<file path="src/hdl/ssdff_pkg.sv">
// ----------------------------------------------------------------------------
// Seven-segment frame formatter package
// Transaction types, function codes, segment codes and conversion helpers.
// ----------------------------------------------------------------------------
package ssdff_pkg;

	localparam logic [1:0] FUNC_DEC8 = 2'd0;
	localparam logic [1:0] FUNC_DEC4 = 2'd1;
	localparam logic [1:0] FUNC_DUTY = 2'd2;
	localparam logic [1:0] FUNC_DASH = 2'd3;

	localparam logic [7:0] CODE_D    = 8'h3D;
	localparam logic [7:0] CODE_DASH = 8'h01;
	localparam logic [7:0] CODE_OVF  = 8'h40;
	localparam logic [7:0] CODE_OFF  = 8'h00;

	localparam logic [31:0] LIMIT_DEC8 = 32'd99999999;
	localparam logic [31:0] LIMIT_DEC4 = 32'd9999;
	localparam logic [31:0] LIMIT_DUTY = 32'd100;

	localparam int BIN_W   = 27;
	localparam int BCD_W   = 32;
	localparam int DD_W    = BCD_W + BIN_W;
	localparam int STEPS_A = 7;
	localparam int STEPS_B = 6;

	localparam logic [2:0] POS_DEC8 = 3'd7;
	localparam logic [2:0] POS_HALF = 3'd3;

	typedef struct packed {
		logic [1:0]  func;
		logic        chip_index;
		logic        half;
		logic [31:0] value;
	} request_t;

	typedef struct packed {
		logic [3:0] lead_addr;
		logic [7:0] lead_data;
		logic [3:0] trail_addr;
		logic [7:0] trail_data;
		logic       last;
	} frame_t;

	typedef struct packed {
		logic [1:0]      func;
		logic            chip_index;
		logic            half;
		logic            ovf;
		logic [DD_W-1:0] dd;
	} conv_t;

	function automatic logic [DD_W-1:0] dd_step(input logic [DD_W-1:0] x);
		logic [DD_W-1:0] y;
		y = x;
		for (int i = 0; i < BCD_W / 4; i++) begin
			if (y[BIN_W + 4*i +: 4] >= 4'd5) begin
				y[BIN_W + 4*i +: 4] = y[BIN_W + 4*i +: 4] + 4'd3;
			end
		end
		return {y[DD_W-2:0], 1'b0};
	endfunction

	function automatic logic [7:0] seg_of(input logic [3:0] d);
		logic [7:0] s;
		unique case (d)
			4'd0: s = 8'h7e;
			4'd1: s = 8'h30;
			4'd2: s = 8'h6d;
			4'd3: s = 8'h79;
			4'd4: s = 8'h33;
			4'd5: s = 8'h5b;
			4'd6: s = 8'h5f;
			4'd7: s = 8'h70;
			4'd8: s = 8'h7f;
			4'd9: s = 8'h7b;
			default: s = CODE_OFF;
		endcase
		return s;
	endfunction

endpackage

</file>
<file path="src/hdl/seven_segment_decimal_frame_formatter.sv">
// ----------------------------------------------------------------------------
// Seven-segment decimal frame formatter
// Turns a display request into one two-chip daisy-chain frame per digit.
// ----------------------------------------------------------------------------
// A request is taken when start is high and busy is low. It yields eight frames
// (eight-digit mode) or four (other modes), one frame per cycle on consecutive
// cycles, each marked by strobe for one cycle and the final one flagged last;
// the receiver cannot stall, so it must take every strobed frame. A request
// passes the pipeline stages, the serialiser registers and the frame output
// register before its first frame appears. Requests may come back to back: a
// five-stage binary-to-decimal pipeline holds up to five of them while the
// frame serialiser works; the serialiser, emitting one frame per cycle, loads
// the next request only on the final frame of the last. busy rises only when
// every stage is full and the serialiser is active and not on its final frame.
module seven_segment_decimal_frame_formatter (
	input  logic                clk,
	input  logic                arst_n,
	input  logic                start,
	output logic                busy,
	input  ssdff_pkg::request_t request,
	output logic                strobe,
	output ssdff_pkg::frame_t   frame
);

	ssdff_pkg::conv_t cv_s1, cv_s2, cv_s3, cv_s4, cv_s5;
	logic             vld_s1, vld_s2, vld_s3, vld_s4, vld_s5;
	logic             ld_s1, ld_s2, ld_s3, ld_s4, ld_s5;
	ssdff_pkg::conv_t nx_s1, nx_s2, nx_s3, nx_s4, nx_s5;

	logic [1:0]  em_func_q;
	logic        em_chip_q;
	logic        em_base_q;
	logic        em_ovf_q;
	logic [31:0] em_bcd_q;
	logic [2:0]  em_pos_q;
	logic        em_seen_q;
	logic        em_act_q;
	logic        em_free;

	logic              strobe_q;
	ssdff_pkg::frame_t frame_q;

	logic [3:0]        cur_digit;
	logic [7:0]        cur_code;
	logic [3:0]        cur_addr;
	ssdff_pkg::frame_t cur_frame;
	logic              accept;

	assign em_free = !em_act_q || (em_pos_q == 3'd0);
	assign ld_s5   = !vld_s5 || em_free;
	assign ld_s4   = !vld_s4 || ld_s5;
	assign ld_s3   = !vld_s3 || ld_s4;
	assign ld_s2   = !vld_s2 || ld_s3;
	assign ld_s1   = !vld_s1 || ld_s2;
	assign busy    = !ld_s1;
	assign accept  = start && !busy;

	// stage 1: overflow check and load of the binary operand
	always_comb begin
		logic [31:0] lim;
		unique case (request.func)
			ssdff_pkg::FUNC_DEC8: lim = ssdff_pkg::LIMIT_DEC8;
			ssdff_pkg::FUNC_DEC4: lim = ssdff_pkg::LIMIT_DEC4;
			ssdff_pkg::FUNC_DUTY: lim = ssdff_pkg::LIMIT_DUTY;
			default:              lim = 32'hFFFF_FFFF;
		endcase
		nx_s1.func       = request.func;
		nx_s1.chip_index = request.chip_index;
		nx_s1.half       = request.half;
		nx_s1.ovf        = (request.func != ssdff_pkg::FUNC_DASH) && (request.value > lim);
		nx_s1.dd         = {{ssdff_pkg::BCD_W{1'b0}}, request.value[ssdff_pkg::BIN_W-1:0]};
	end

	// stages 2..5: shift-and-add-three, 7 + 7 + 7 + 6 steps
	always_comb begin
		nx_s2 = cv_s1;
		for (int i = 0; i < ssdff_pkg::STEPS_A; i++) nx_s2.dd = ssdff_pkg::dd_step(nx_s2.dd);
		nx_s3 = cv_s2;
		for (int i = 0; i < ssdff_pkg::STEPS_A; i++) nx_s3.dd = ssdff_pkg::dd_step(nx_s3.dd);
		nx_s4 = cv_s3;
		for (int i = 0; i < ssdff_pkg::STEPS_A; i++) nx_s4.dd = ssdff_pkg::dd_step(nx_s4.dd);
		nx_s5 = cv_s4;
		for (int i = 0; i < ssdff_pkg::STEPS_B; i++) nx_s5.dd = ssdff_pkg::dd_step(nx_s5.dd);
	end

	always_ff @(posedge clk or negedge arst_n) begin
		if (!arst_n) begin
			vld_s1 <= 1'b0;
			vld_s2 <= 1'b0;
			vld_s3 <= 1'b0;
			vld_s4 <= 1'b0;
			vld_s5 <= 1'b0;
		end else begin
			if (ld_s1) vld_s1 <= accept;
			if (ld_s2) vld_s2 <= vld_s1;
			if (ld_s3) vld_s3 <= vld_s2;
			if (ld_s4) vld_s4 <= vld_s3;
			if (ld_s5) vld_s5 <= vld_s4;
		end
	end

	always_ff @(posedge clk) begin
		if (ld_s1) cv_s1 <= nx_s1;
		if (ld_s2) cv_s2 <= nx_s2;
		if (ld_s3) cv_s3 <= nx_s3;
		if (ld_s4) cv_s4 <= nx_s4;
		if (ld_s5) cv_s5 <= nx_s5;
	end

	// frame serialiser
	assign cur_digit = em_bcd_q[{em_pos_q, 2'b00} +: 4];

	always_comb begin
		priority if (em_func_q == ssdff_pkg::FUNC_DASH) begin
			cur_code = ssdff_pkg::CODE_DASH;
		end else if (em_func_q == ssdff_pkg::FUNC_DUTY && em_pos_q == ssdff_pkg::POS_HALF) begin
			cur_code = ssdff_pkg::CODE_D;
		end else if (em_ovf_q) begin
			cur_code = ssdff_pkg::CODE_OVF;
		end else if (!em_seen_q && cur_digit == 4'd0 && em_pos_q != 3'd0) begin
			cur_code = ssdff_pkg::CODE_OFF;
		end else begin
			cur_code = ssdff_pkg::seg_of(cur_digit);
		end
		cur_addr = {1'b0, em_base_q, 2'b00} + {1'b0, em_pos_q} + 4'd1;
		if (em_chip_q) begin
			cur_frame.lead_addr  = cur_addr;
			cur_frame.lead_data  = cur_code;
			cur_frame.trail_addr = 4'd0;
			cur_frame.trail_data = 8'd0;
		end else begin
			cur_frame.lead_addr  = 4'd0;
			cur_frame.lead_data  = 8'd0;
			cur_frame.trail_addr = cur_addr;
			cur_frame.trail_data = cur_code;
		end
		cur_frame.last = (em_pos_q == 3'd0);
	end

	always_ff @(posedge clk or negedge arst_n) begin
		if (!arst_n) begin
			em_act_q <= 1'b0;
			strobe_q <= 1'b0;
		end else begin
			strobe_q <= em_act_q;
			if (em_free) em_act_q <= vld_s5;
		end
	end

	always_ff @(posedge clk) begin
		frame_q <= cur_frame;
		if (em_free) begin
			em_func_q <= cv_s5.func;
			em_chip_q <= cv_s5.chip_index;
			em_base_q <= cv_s5.half && (cv_s5.func != ssdff_pkg::FUNC_DEC8);
			em_ovf_q  <= cv_s5.ovf;
			em_bcd_q  <= cv_s5.dd[ssdff_pkg::DD_W-1:ssdff_pkg::BIN_W];
			em_pos_q  <= (cv_s5.func == ssdff_pkg::FUNC_DEC8) ? ssdff_pkg::POS_DEC8
			                                                  : ssdff_pkg::POS_HALF;
			em_seen_q <= 1'b0;
		end else begin
			em_pos_q  <= em_pos_q - 3'd1;
			em_seen_q <= em_seen_q || (cur_digit != 4'd0);
		end
	end

	assign strobe = strobe_q;
	assign frame  = frame_q;

endmodule

</file>
<file path="config.mk">
export PLATFORM = sky130hd
export DESIGN_NAME = seven_segment_decimal_frame_formatter
export DESIGN_NICKNAME = d
export VERILOG_FILES = /design/src/hdl/ssdff_pkg.sv /design/src/hdl/seven_segment_decimal_frame_formatter.sv
export SDC_FILE = /design/constraint.sdc
export NUM_CORES = 1
export LEC_CHECK = 0
export BUFFER_PORTS_ARGS = -buffer_cell sky130_fd_sc_hd__buf_4
export CORE_MARGIN = 2
export CORE_UTILIZATION = 45
export DETAILED_ROUTE_END_ITERATION = 8
export GPL_ROUTABILITY_DRIVEN = 0
export HOLD_SLACK_MARGIN = 0.03
export PLACE_DENSITY = 0.64
export SLEW_MARGIN = 20
export SYNTH_ARGS = -nofsm -noshare
export SYNTH_HDL_FRONTEND = slang
export SYNTH_SLANG_ARGS = --single-unit
</file>
<file path="constraint.sdc">
create_clock -name clk -period 8 [get_ports clk]
set_input_delay 0.8 -clock clk [delete_from_list [all_inputs] [get_ports clk]]
set_output_delay 0.8 -clock clk [all_outputs]
set_load 0.02 [all_outputs]
</file>
==> results.md, run 1 <==
* Startpoint Class: register
* Fill cells at 4,184
* Clock Skews at 0.0261 ns
* Fmax at 147 MHz
* Top post-synthesis cells by count: edfxtp_1, ha_1, inv_1
* CTS Buf Count at 27
* Synth Area per Inst at 9.35 um^2
* Signal arrival time at the worst endpoint at 7.16 ns
* DR WL/cell at 13.6 um
* Pins over their slew limit at 0
* Cell area after synthesis at 0.0211 mm^2
* Reg2reg start: cv_s3[39]
* Syn. warnings at 0
* Antenna violations before repair at 1
* 1st-pass router iterations at 6
* GR Util met1 at 0.201
* Total track usage at 0.161
* ANT nets after route at 0
* # diodes at 0
* Worst Hold End: strobe
* Initial Util at 0.455
* FF-to-FF path depth at 26
* Synth Instances at 2,253
* Critical Path Fanout Max at 11
* Share of the synthesized area in the top cell type at 0.305
* Total grt overflow at 0
* Flops & latches, synth at 248
* Global-route wire length before repair at 67.8 mm
* DRT iter0 DRCs at 1,002
* Setup TNS at 0 ns
* Final WL at 39.9 mm
* Met2 usage at 0.298
* Post-CTS setup buffers at 0
* # IOs at 66
* Longest Clk Path Bufs at 3
* Crit path required time at 8.37 ns
* Clk slew on worst S/H paths at 0.06 ns
* Post-CTS Resized at 0
* Max-capacitance violation count at 0
* H-tree depth at 1
* Most used routing layer in global routing: met2
* CTS tree: built
* Register area at 0.00714 mm^2
* Worst-Skew Late Latency at 0.55 ns
* Hold path cells at 0
* M3 GR Usage at 0.0175
* Area of the multi-input gates at 0.0130 mm^2
* Cell with the most instances after synthesis: edfxtp_1
* Post-synth ARST share at 0.0282
* Critical path class: register to register
* Fin. Hold Viols at 0
* Synth cell types at 118
* Share of layout cells above drive strength 1 at 0.115
* Die height at 220 um
* Min-delay worst type: register to register
* Layout Nets at 2,540
* Util after Layout at 0.498
* Top_reg_cell synth: edfxtp_1
* Rows at 79
* Root Driver: clkbuf_16
* Ranking of synthesized cells by area: edfxtp_1, ha_1, mux2i_1
* Fin crit share at 0.848
* DRC viols at 0
* Worst hold start: em_act_q
* Die W at 220 um
* Setup Viol. Count Final at 0
* Outcome: complete, no violations
* Critical Path End Type: register
* Min cycle time layout at 6.78 ns
* Cell taking the most area after synthesis: edfxtp_1
* Routed vias/inst at 5.57
* RR Endpoint: cv_s4[49]
* Die area at 0.0486 mm^2
* Seq/Total Area, Yosys at 0.339
* Vias in the first global route at 15,500
* Core area at 0.0464 mm^2
* Port bufs at 63
* Post-synth EDFFs at 214
* Final HPWL DP at 30.6 mm
* Area grow syn2layout at 9.46%
* Largest net degree at the start of global routing at 41
* Slew margin rel. at 0.323
* Least-Margin Pin Slew at 1.01 ns
* RSZ-0062 raised after global routing: no
* CTS Sinks at 248
* Vias at 16,300
* Flop2flop setup slack at 1.22 ns
-- logic make-up after synthesis --
kind of cell               count (synthesis)  share of synthesized area
other                                      1                   0.000178
muxes                                    157                     0.0853
DFF                                      248                      0.339
AOI/OAI and AO/OA                        672                      0.215
xor gates and xnor gates                  97                     0.0450
and+or+nand+nor                          633                      0.153
buffers and inverters                    249                     0.0466
adders and majority gates                196                      0.116
-- worst max-delay path: stages, from the launching register on --
cell	delay, ns
edfxtp_1	0.50
inv_1	0.13
ha_1	0.38
nor2b_1	0.23
or3_1	0.12
and2_1	0.23
nand2_1	0.11
ha_1	0.23
a21oi_1	0.38
xnor2_2	0.18
ha_1	0.29
or3_1	0.38
a31oi_1	0.16
mux2_2	0.25
ha_1	0.24
inv_1	0.09
and3_1	0.15
o31ai_1	0.22
mux2i_1	0.14
ha_1	0.25
or4_1	0.53
a311oi_1	0.28
o22ai_1	0.33
o21ai_2	0.26
xnor2_2	0.12
or2_1	0.26
o22ai_1	0.17
-- through the flow --
| step | hold WS, ns | cell area [um^2] | setup slack [ns] | instances |
|---|---|---|---|---|
| final | 0.380 | 23100 | 1.22 | 2934 |
| after CTS | 0.381 | 23100 | 1.27 | 2934 |
| after global placement | 0.353 | 22200 | 1.61 | 2884 |
| after floorplan | 0.347 | 21100 | 2.19 | 2254 |
| after global routing | 0.399 | 23100 | 0.703 | 2934 |
| after detailed placement | 0.368 | 22200 | 1.38 | 2884 |
-- metal layers --
metal,vias up,part of all wire
met4,0,0.019
li1,8394,-
met2,214,0.49
met5,-,0
met3,50,0.025
met1,7685,0.46
-- area by class of cell --
cell class,instances,share of cell area
clock buffer,32,0.0305
clock inverter,17,0.00863
inverter,201,0.0327
multi-input combinational,1757,0.562
sequential,248,0.310
tap,607,0.0329
timing repair buffer,72,0.0235
-- cells in the final DEF, fill, tap and decap left out, types with 17 or more instances in the layout --
cell type  synthesis  final
nor3b_1           21     21
inv_1            194    194
nand2b_1          58     58
a21boi_0          17     17
nand2_1          146    146
o21ai_1           19     19
o21ai_0          144    144
nand3_1           41     39
mux2_2            42     42
nor3_1            27     27
a211oi_1          21     21
and2_1            24     24
buf_4              4     71
o21a_1            24     24
a31oi_1           18     18
a21oi_1          178    178
a21o_1            23     23
mux2i_1           97     97
nor2_1           167    167
xnor2_1           71     71
dfxtp_1           27     27
nor2b_1           50     50
o22ai_1           19     19
ha_1             194    194
clkbuf_16          0     27
o211ai_1          34     34
edfxtp_1         214    214
-- what timing repair did --
item / in CTS / in global routing
hold endpoints to repair: 2 / 0
hold buffers: 1 / 0
setup endpoints to repair: 0 / 0
-- worst max path at each step --
stage | from | to | slack, ns | cells after the start
2_1_floorplan | cv_s3[39] | cv_s4[49] | 2.19 | 29
3_3_place_gp | cv_s3[39] | cv_s4[49] | 1.61 | 26
3_5_place_dp | cv_s3[39] | cv_s4[49] | 1.38 | 26
4_1_cts | cv_s3[39] | cv_s4[49] | 1.27 | 26
5_1_grt | cv_s3[39] | cv_s4[49] | 0.70 | 26
6_report | cv_s3[39] | cv_s4[49] | 1.22 | 26
-- registers in the layout, indices dropped and copies added, names as in the netlist, 2 cells and up --
signal and cells:
cv_s4 38, cv_s2 34, em_pos_q 3, cv_s1 32, frame 23, cv_s5 37
cv_s3 36, em_bcd_q 32, em_func_q 2
Power of run 1 is left out: the tool's default activity adds up to more than one toggle a clock period on the data nets, which glitch-free logic cannot reach.
==> run 2, diff against run 1 <==
==> constraint.sdc (replaced) <==
create_clock -name clk -period 6.9 [get_ports clk]
set_input_delay 0.69 -clock clk [delete_from_list [all_inputs] [get_ports clk]]
set_output_delay 0.69 -clock clk [all_outputs]
set_load 0.02 [all_outputs]
==> run 2 against run 1 <==
Effect of this change: non-clock buffer count is 2 higher; cell area is 0.20% higher; critical path depth stayed put; clock skew is 0.0061 ns higher; count of clock-buffer cells in the layout is 2 higher; sequential share of layout area is 0.062 points lower; critical endpoint unchanged; global-route usage hardly changed; worst hold slack worse by 0.067 ns; sequential cell count stayed put; die area stayed put; first-iteration DRC count is 0.40% higher.
==> results.md, run 2 (synthesis gave the netlist of run 1 again) <==
* Final hold slack at 0.312 ns (-0.0675 ns)
* CTS tree: built
* Flop2flop setup slack at 0.54 ns (-0.68 ns)
* Antenna violations before repair at 0 (-1)
* Critical Path End Type: register
* Register area at 0.00714 mm^2 (unchanged)
* Setup Viol. Count Final at 0 (unchanged)
* 1st-pass router iterations at 7 (+1)
* Reg2reg start: cv_s3[39]
* Startpoint Class: register
* Slew margin rel. at 0.325 (+0.00208)
* Die area at 0.0486 mm^2 (unchanged)
* Routed vias/inst at 5.52 (-0.81%)
* Vias at 16,200 (-0.75%)
* Critical path class: register to register
* Fin crit share at 0.922 (+0.0739)
* Port bufs at 63 (unchanged)
* # IOs at 66 (unchanged)
* CTS Sinks at 248 (unchanged)
* Max FFs per register at 38 (unchanged)
* Pins over their slew limit at 0 (unchanged)
* Longest Clk Path Bufs at 3 (unchanged)
* FF-to-FF path depth at 26 (unchanged)
* H-tree depth at 1 (unchanged)
* Max-capacitance violation count at 0 (unchanged)
* Die height at 220 um (unchanged)
* Initial Util at 0.455 (unchanged)
* Share of layout cells above drive strength 1 at 0.119 (+0.00462)
* Final HPWL DP at 30.4 mm (-0.50%)
* Fmax at 157 MHz (+6.6%)
* Area of the multi-input gates at 0.0130 mm^2 (+0.26%)
* DR WL/cell at 13.4 um (-1.4%)
* RSZ-0062 raised after global routing: yes
* Min cycle time layout at 6.36 ns (-0.423 ns)
* Total grt overflow at 0 (unchanged)
* Worst-Skew Late Latency at 0.55 ns (about the same)
* DRT iter0 DRCs at 1,006 (+0.40%)
* Clock Skews at 0.0321 ns (+0.00606 ns)
* Min-delay worst type: primary input to register
* Largest net degree at the start of global routing at 41 (unchanged)
* Most common cell after layout, fill and taps aside: edfxtp_1
* Layout Nets at 2,542 (+0.079%)
* Fin. Hold Viols at 0 (unchanged)
* Top reg by flops: cv_s4
* ANT nets after route at 0 (unchanged)
* Crit path required time at 7.27 ns (-1.10 ns)
* Critical Path Fanout Max at 11 (unchanged)
* Fill cells at 4,224 (+0.96%)
* Clk slew on worst S/H paths at 0.06 ns (about the same)
* # diodes at 0 (unchanged)
* Crit path from: cv_s3[39]
* Final WL at 39.4 mm (-1.3%)
* Hold path cells at 1 (+1)
* CTS Buf Count at 27 (unchanged)
* Least-Margin Pin Slew at 1.01 ns (-0.00310 ns)
* Die W at 220 um (unchanged)
* Commonest cells after routing, fill and taps aside: edfxtp_1, inv_1, ha_1
* Area grow syn2layout at 9.68%
* Vias in the first global route at 15,400 (-0.96%)
* Post-CTS setup buffers at 0 (unchanged)
* CP Capture Point: cv_s4[49]
* Root Driver: clkbuf_16
* Total track usage at 0.161 (-0.000346)
* Biggest regs: cv_s4 (38), cv_s5 (37), cv_s3 (36)
* DRC viols at 0 (unchanged)
* RR Endpoint: cv_s4[49]
* Global-route wire length before repair at 67.7 mm (about the same)
* Rows at 79 (unchanged)
* Outcome: complete, no violations
* Signal arrival time at the worst endpoint at 6.73 ns (-0.43 ns)
* Core area at 0.0464 mm^2 (unchanged)
-- run 2: changes by cell type in the layout (fill, tap and decap cells not counted), sizes merged --
cell,change
clkinv,-2
clkinvlp,+1
bufinv,-1
buf,+2
clkbuf,+2
-- run 2: repair_timing --
item	in CTS	in global routing
hold buffers	1	0
endpoints found under the setup margin	0	14
endpoints found under the hold margin	7	0
gates resized for setup	0	8
-- run 2: routing by layer --
layer  track usage  up-vias  routed length [um]
met5             0        -                   0
met4        0.0311        0                 552
met3        0.0187       42                 956
met2         0.293      204               19500
met1         0.205     7583               18400
li1              -     8392                   -
-- run 2: final cells by class --
type	instances	share of cell area
Timing Repair Buffer	74	0.0241
Clock buffer	34	0.0317
Multi-Input combinational cell	1757	0.562
Tap cell	607	0.0329
Inverter	201	0.0326
Clock inverter	15	0.00731
Sequential cell	248	0.309
-- run 2: worst min path at each step --
stage          slack, ns   startpoint   endpoint
2_1_floorplan       0.35     em_act_q     strobe
3_3_place_gp        0.35     em_act_q     strobe
3_5_place_dp        0.36     em_act_q     strobe
4_1_cts             0.29  request[32]  cv_s1[60]
5_1_grt             0.29  request[32]  cv_s1[60]
6_report            0.31  request[32]  cv_s1[60]
-- run 2: critical path, cell delays in order (launching register included) --
cell	delay [ns]
edfxtp_1	0.50
inv_1	0.13
ha_2	0.29
nor2b_1	0.19
or3_1	0.12
and2_1	0.23
nand2_1	0.11
ha_1	0.24
a21oi_2	0.24
xnor2_2	0.15
ha_1	0.28
or3_1	0.38
a31oi_1	0.16
mux2_2	0.25
ha_1	0.23
inv_1	0.10
and3_1	0.15
o31ai_1	0.21
mux2i_1	0.15
ha_1	0.25
or4_1	0.53
a311oi_1	0.32
o22ai_2	0.24
o21ai_2	0.21
xnor2_2	0.11
or2_1	0.26
o22ai_1	0.17
-- run 2: through the flow --
stage                util  instances  TNS [ns]  setup WS, ns  instance area, um^2
floorplan               -       2254         0          1.09                21100
global placement    0.478       2886         0         0.509                22200
detailed placement  0.478       2886         0         0.310                22200
CTS                 0.498       2936         0         0.258                23100
global route        0.499       2936   -0.0315       -0.0315                23100
finish              0.499       2936         0         0.540                23100
Power of run 2 is left out for the same reason.
==> run 3, diff against run 2 <==
--- a/config.mk
+++ b/config.mk
@@ -5,6 +5,7 @@
 export SDC_FILE = /design/constraint.sdc
 export NUM_CORES = 1
 export LEC_CHECK = 0
+export ABC_AREA = 1
 export BUFFER_PORTS_ARGS = -buffer_cell sky130_fd_sc_hd__buf_4
 export CORE_MARGIN = 2
 export CORE_UTILIZATION = 45
==> run 3 against run 2 <==
Effect of this change: synthesized cell count is 13% higher; sequential cell count did not move; cell area is 4.8% lower; register-to-register slack improved by 0.54 ns; non-clock buffer count down 5; wire length fell by 13%; setup slack better by 0.54 ns.
==> results.md, run 3 <==
* Outcome: complete, no violations
* Slew margin rel. at 0.519 (+0.194)
* Min cycle time layout at 5.82 ns (-0.544 ns)
* Final worst slack at 1.08 ns (+0.544 ns)
* CP Capture Point: cv_s5[33]
* Setup Viol. Count Final at 0 (unchanged)
* CTS Buf Count at 29 (+7.4%)
* Critical path class: register to register
* ANT nets after route at 0 (unchanged)
* Fin. Hold Viols at 0 (unchanged)
* Post-synth ARST share at 0.0282 (unchanged)
* CTS Sinks at 248 (unchanged)
* Mux contribution to synthesized area at 0.00171 (-0.0836)
* Global-route wire length before repair at 60.2 mm (-11%)
* Synth Area per Inst at 7.78 um^2 (-17%)
* DRC viols at 0 (unchanged)
* Critical Path End Type: register
* Area grow syn2layout at 11.2%
* Critical Path Fanout Max at 4 (-7)
* Flop2flop setup slack at 1.08 ns (+0.54 ns)
* Most common cell after layout, fill and taps aside: nand2_1
* Die area at 0.0457 mm^2 (-6.0%)
* Pins over their slew limit at 0 (unchanged)
* Xor and xnor area share after synthesis at 0.0464 (+0.00141)
* Die W at 214 um (-3.0%)
* Commonest cells after routing, fill and taps aside: nand2_1, inv_1, edfxtp_1
* Fill cells at 4,025 (-4.7%)
* Worst-Skew Late Latency at 0.56 ns (about the same)
* Routed vias/inst at 4.81 (-13%)
* DRT iter0 DRCs at 628 (-38%)
* Core area at 0.0433 mm^2 (-6.7%)
* # IOs at 66 (unchanged)
* Layout Nets at 2,868 (+13%)
* Share of the synthesized area in the top cell type at 0.325 (+0.0198)
* Clock Skews at 0.0253 ns (-0.00686 ns)
* Synth cell types at 59 (-50%)
* 1st-pass router iterations at 5 (-2)
* FF-to-FF path depth at 36 (+38%)
* Crit path from: cv_s4[27]
* Total grt overflow at 0 (unchanged)
* Worst hold start: request[32]
* Final WL at 34.2 mm (-13%)
* Vias at 15,600 (-3.9%)
* Synth Area in Simple Gates at 0.267 (+0.114)
* H-tree depth at 1 (unchanged)
* Top_reg_cell synth: edfxtp_1
* Cell area after synthesis at 0.0198 mm^2 (-6.1%)
* Crit path required time at 7.18 ns (-0.09 ns)
* Ranking of synthesized cells by area: edfxtp_1, ha_1, nand2_1
* Final HPWL DP at 27.5 mm (-9.5%)
* Flops & latches, synth at 248 (unchanged)
* Syn. warnings at 0 (unchanged)
* Fin crit share at 0.843 (-0.0788)
* Antenna violations before repair at 0 (unchanged)
* Clk slew on worst S/H paths at 0.06 ns (about the same)
* Rows at 76 (-3.8%)
* Largest net degree at the start of global routing at 41 (unchanged)
* CTS tree: built
* Vias in the first global route at 14,900 (-3.1%)
* Cell with the most instances after synthesis: nand2_1
* Cell taking the most area after synthesis: edfxtp_1
* Max-capacitance violation count at 0 (unchanged)
* Fmax at 172 MHz (+9.4%)
* Seq/Total Area, Yosys at 0.361 (+0.0220)
* Startpoint Class: register
* Compound-Gate Fraction of Synth Area at 0.102 (-0.113)
* Total track usage at 0.153 (-0.00793)
* Post-Synth Adder-Cell Area at 0.123 (+0.00653)
* Port bufs at 63 (unchanged)
* Biggest regs: cv_s4 (38), cv_s5 (37), cv_s3 (36)
* Fin area at 0.0220 mm^2 (-4.8%)
* Cell Area, Placed at 0.0210 mm^2 (-5.3%)
* Top post-synthesis cells by count: nand2_1, inv_1, edfxtp_1
* Top reg by flops: cv_s4
* Pre-CTS setup slack at 1.10 ns (+0.794 ns)
* Signal arrival time at the worst endpoint at 6.10 ns (-0.63 ns)
* Largest family of logic cells by synthesized area: simple AND/OR/NAND/NOR gates
* Post-synth EDFFs at 214 (unchanged)
* Min-delay worst type: primary input to register
* Crit path largest cell delay at 0.44 ns (-0.09 ns)
* Setup TNS at 0 ns (unchanged)
* Share of layout cells above drive strength 1 at 0.126 (+0.00705)
* RR Endpoint: cv_s5[33]
* Worst path most repeated cell: inv_1
* Reg2reg start: cv_s4[27]
* Root Driver: clkbuf_16
* Die height at 214 um (-3.0%)
* Longest Clk Path Bufs at 3 (unchanged)
* Max FFs per register at 38 (unchanged)
* # diodes at 0 (unchanged)
* Initial Util at 0.457 (+0.00278)
* RSZ-0062 raised after global routing: no
* Least-Margin Pin Slew at 0.720 ns (-0.287 ns)
* Post-CTS Resized at 0 (unchanged)
* Synth Instances at 2,542 (+13%)
* DR WL/cell at 10.5 um (-21%)
* Slowest CP cell: edfxtp_1
## run 3: cell count changes after synthesis, sizes merged, moves of 60 or more
cell,before,now
nand3,42,179
nand2,146,706
mux2i,101,3
a21oi,185,91
xor2,16,82
inv,200,509
xnor2,79,10
nand2b,60,0
## run 3: how the worst min path moves through the flow
stage                            to  slack, ns  cells past startpoint
final                     cv_s1[60]       0.30                      1
after detailed placement     strobe       0.40                      0
after global placement       strobe       0.36                      0
after global routing      cv_s1[60]       0.29                      1
after floorplan              strobe       0.35                      0
after CTS                 cv_s1[60]       0.28                      1
## run 3: cell families after synthesis
logic type                 after synthesis
buffers and inverters                  520
muxes                                    3
adders and majority gates              194
xor gates and xnor gates                93
AOI/OAI and AO/OA                      345
other                                    1
DFF                                    248
and+or+nand+nor                       1138
## run 3: area by class of cell
type                            instances  area, um^2  share of cell area
Inverter                              512        1920              0.0873
Clock buffer                           42         861              0.0391
Tap cell                              585         732              0.0333
Clock inverter                         12         139             0.00631
Sequential cell                       248        7140               0.325
Timing Repair Buffer                   69         520              0.0237
Multi-Input combinational cell       1775       10700               0.486
## run 3: stage by stage
stage | utilization | hold WS [ns] | instances
after global placement | 0.485 | 0.358 | 3188
after detailed placement | 0.485 | 0.397 | 3188
after CTS | 0.509 | 0.279 | 3243
after global routing | 0.509 | 0.286 | 3243
after floorplan | - | 0.354 | 2543
final | 0.509 | 0.300 | 3243
## run 3: worst max-delay path, delay by kind of cell, from the launching register on
family,cells,cell delay (ns)
DFF,1,0.44
buffers and inverters,10,0.82
xor gates and xnor gates,5,1.34
adders and majority gates,6,1.22
and+or+nand+nor,7,0.81
AOI/OAI and AO/OA,8,0.93
## run 3: repair_timing
| action | 4_1_cts | 5_1_grt |
|---|---|---|
| endpoints found under the hold margin | 7 | 0 |
| hold buffers | 1 | 0 |
| buffers inserted | 0 | 0 |
## run 3: per-layer routing
metal / track usage / part of all wire
met2: 0.296 / 0.50
met5: 0 / 0
met3: 0.0190 / 0.025
met4: 0.0381 / 0.021
met1: 0.177 / 0.45
Power of run 3 is left out for the same reason.
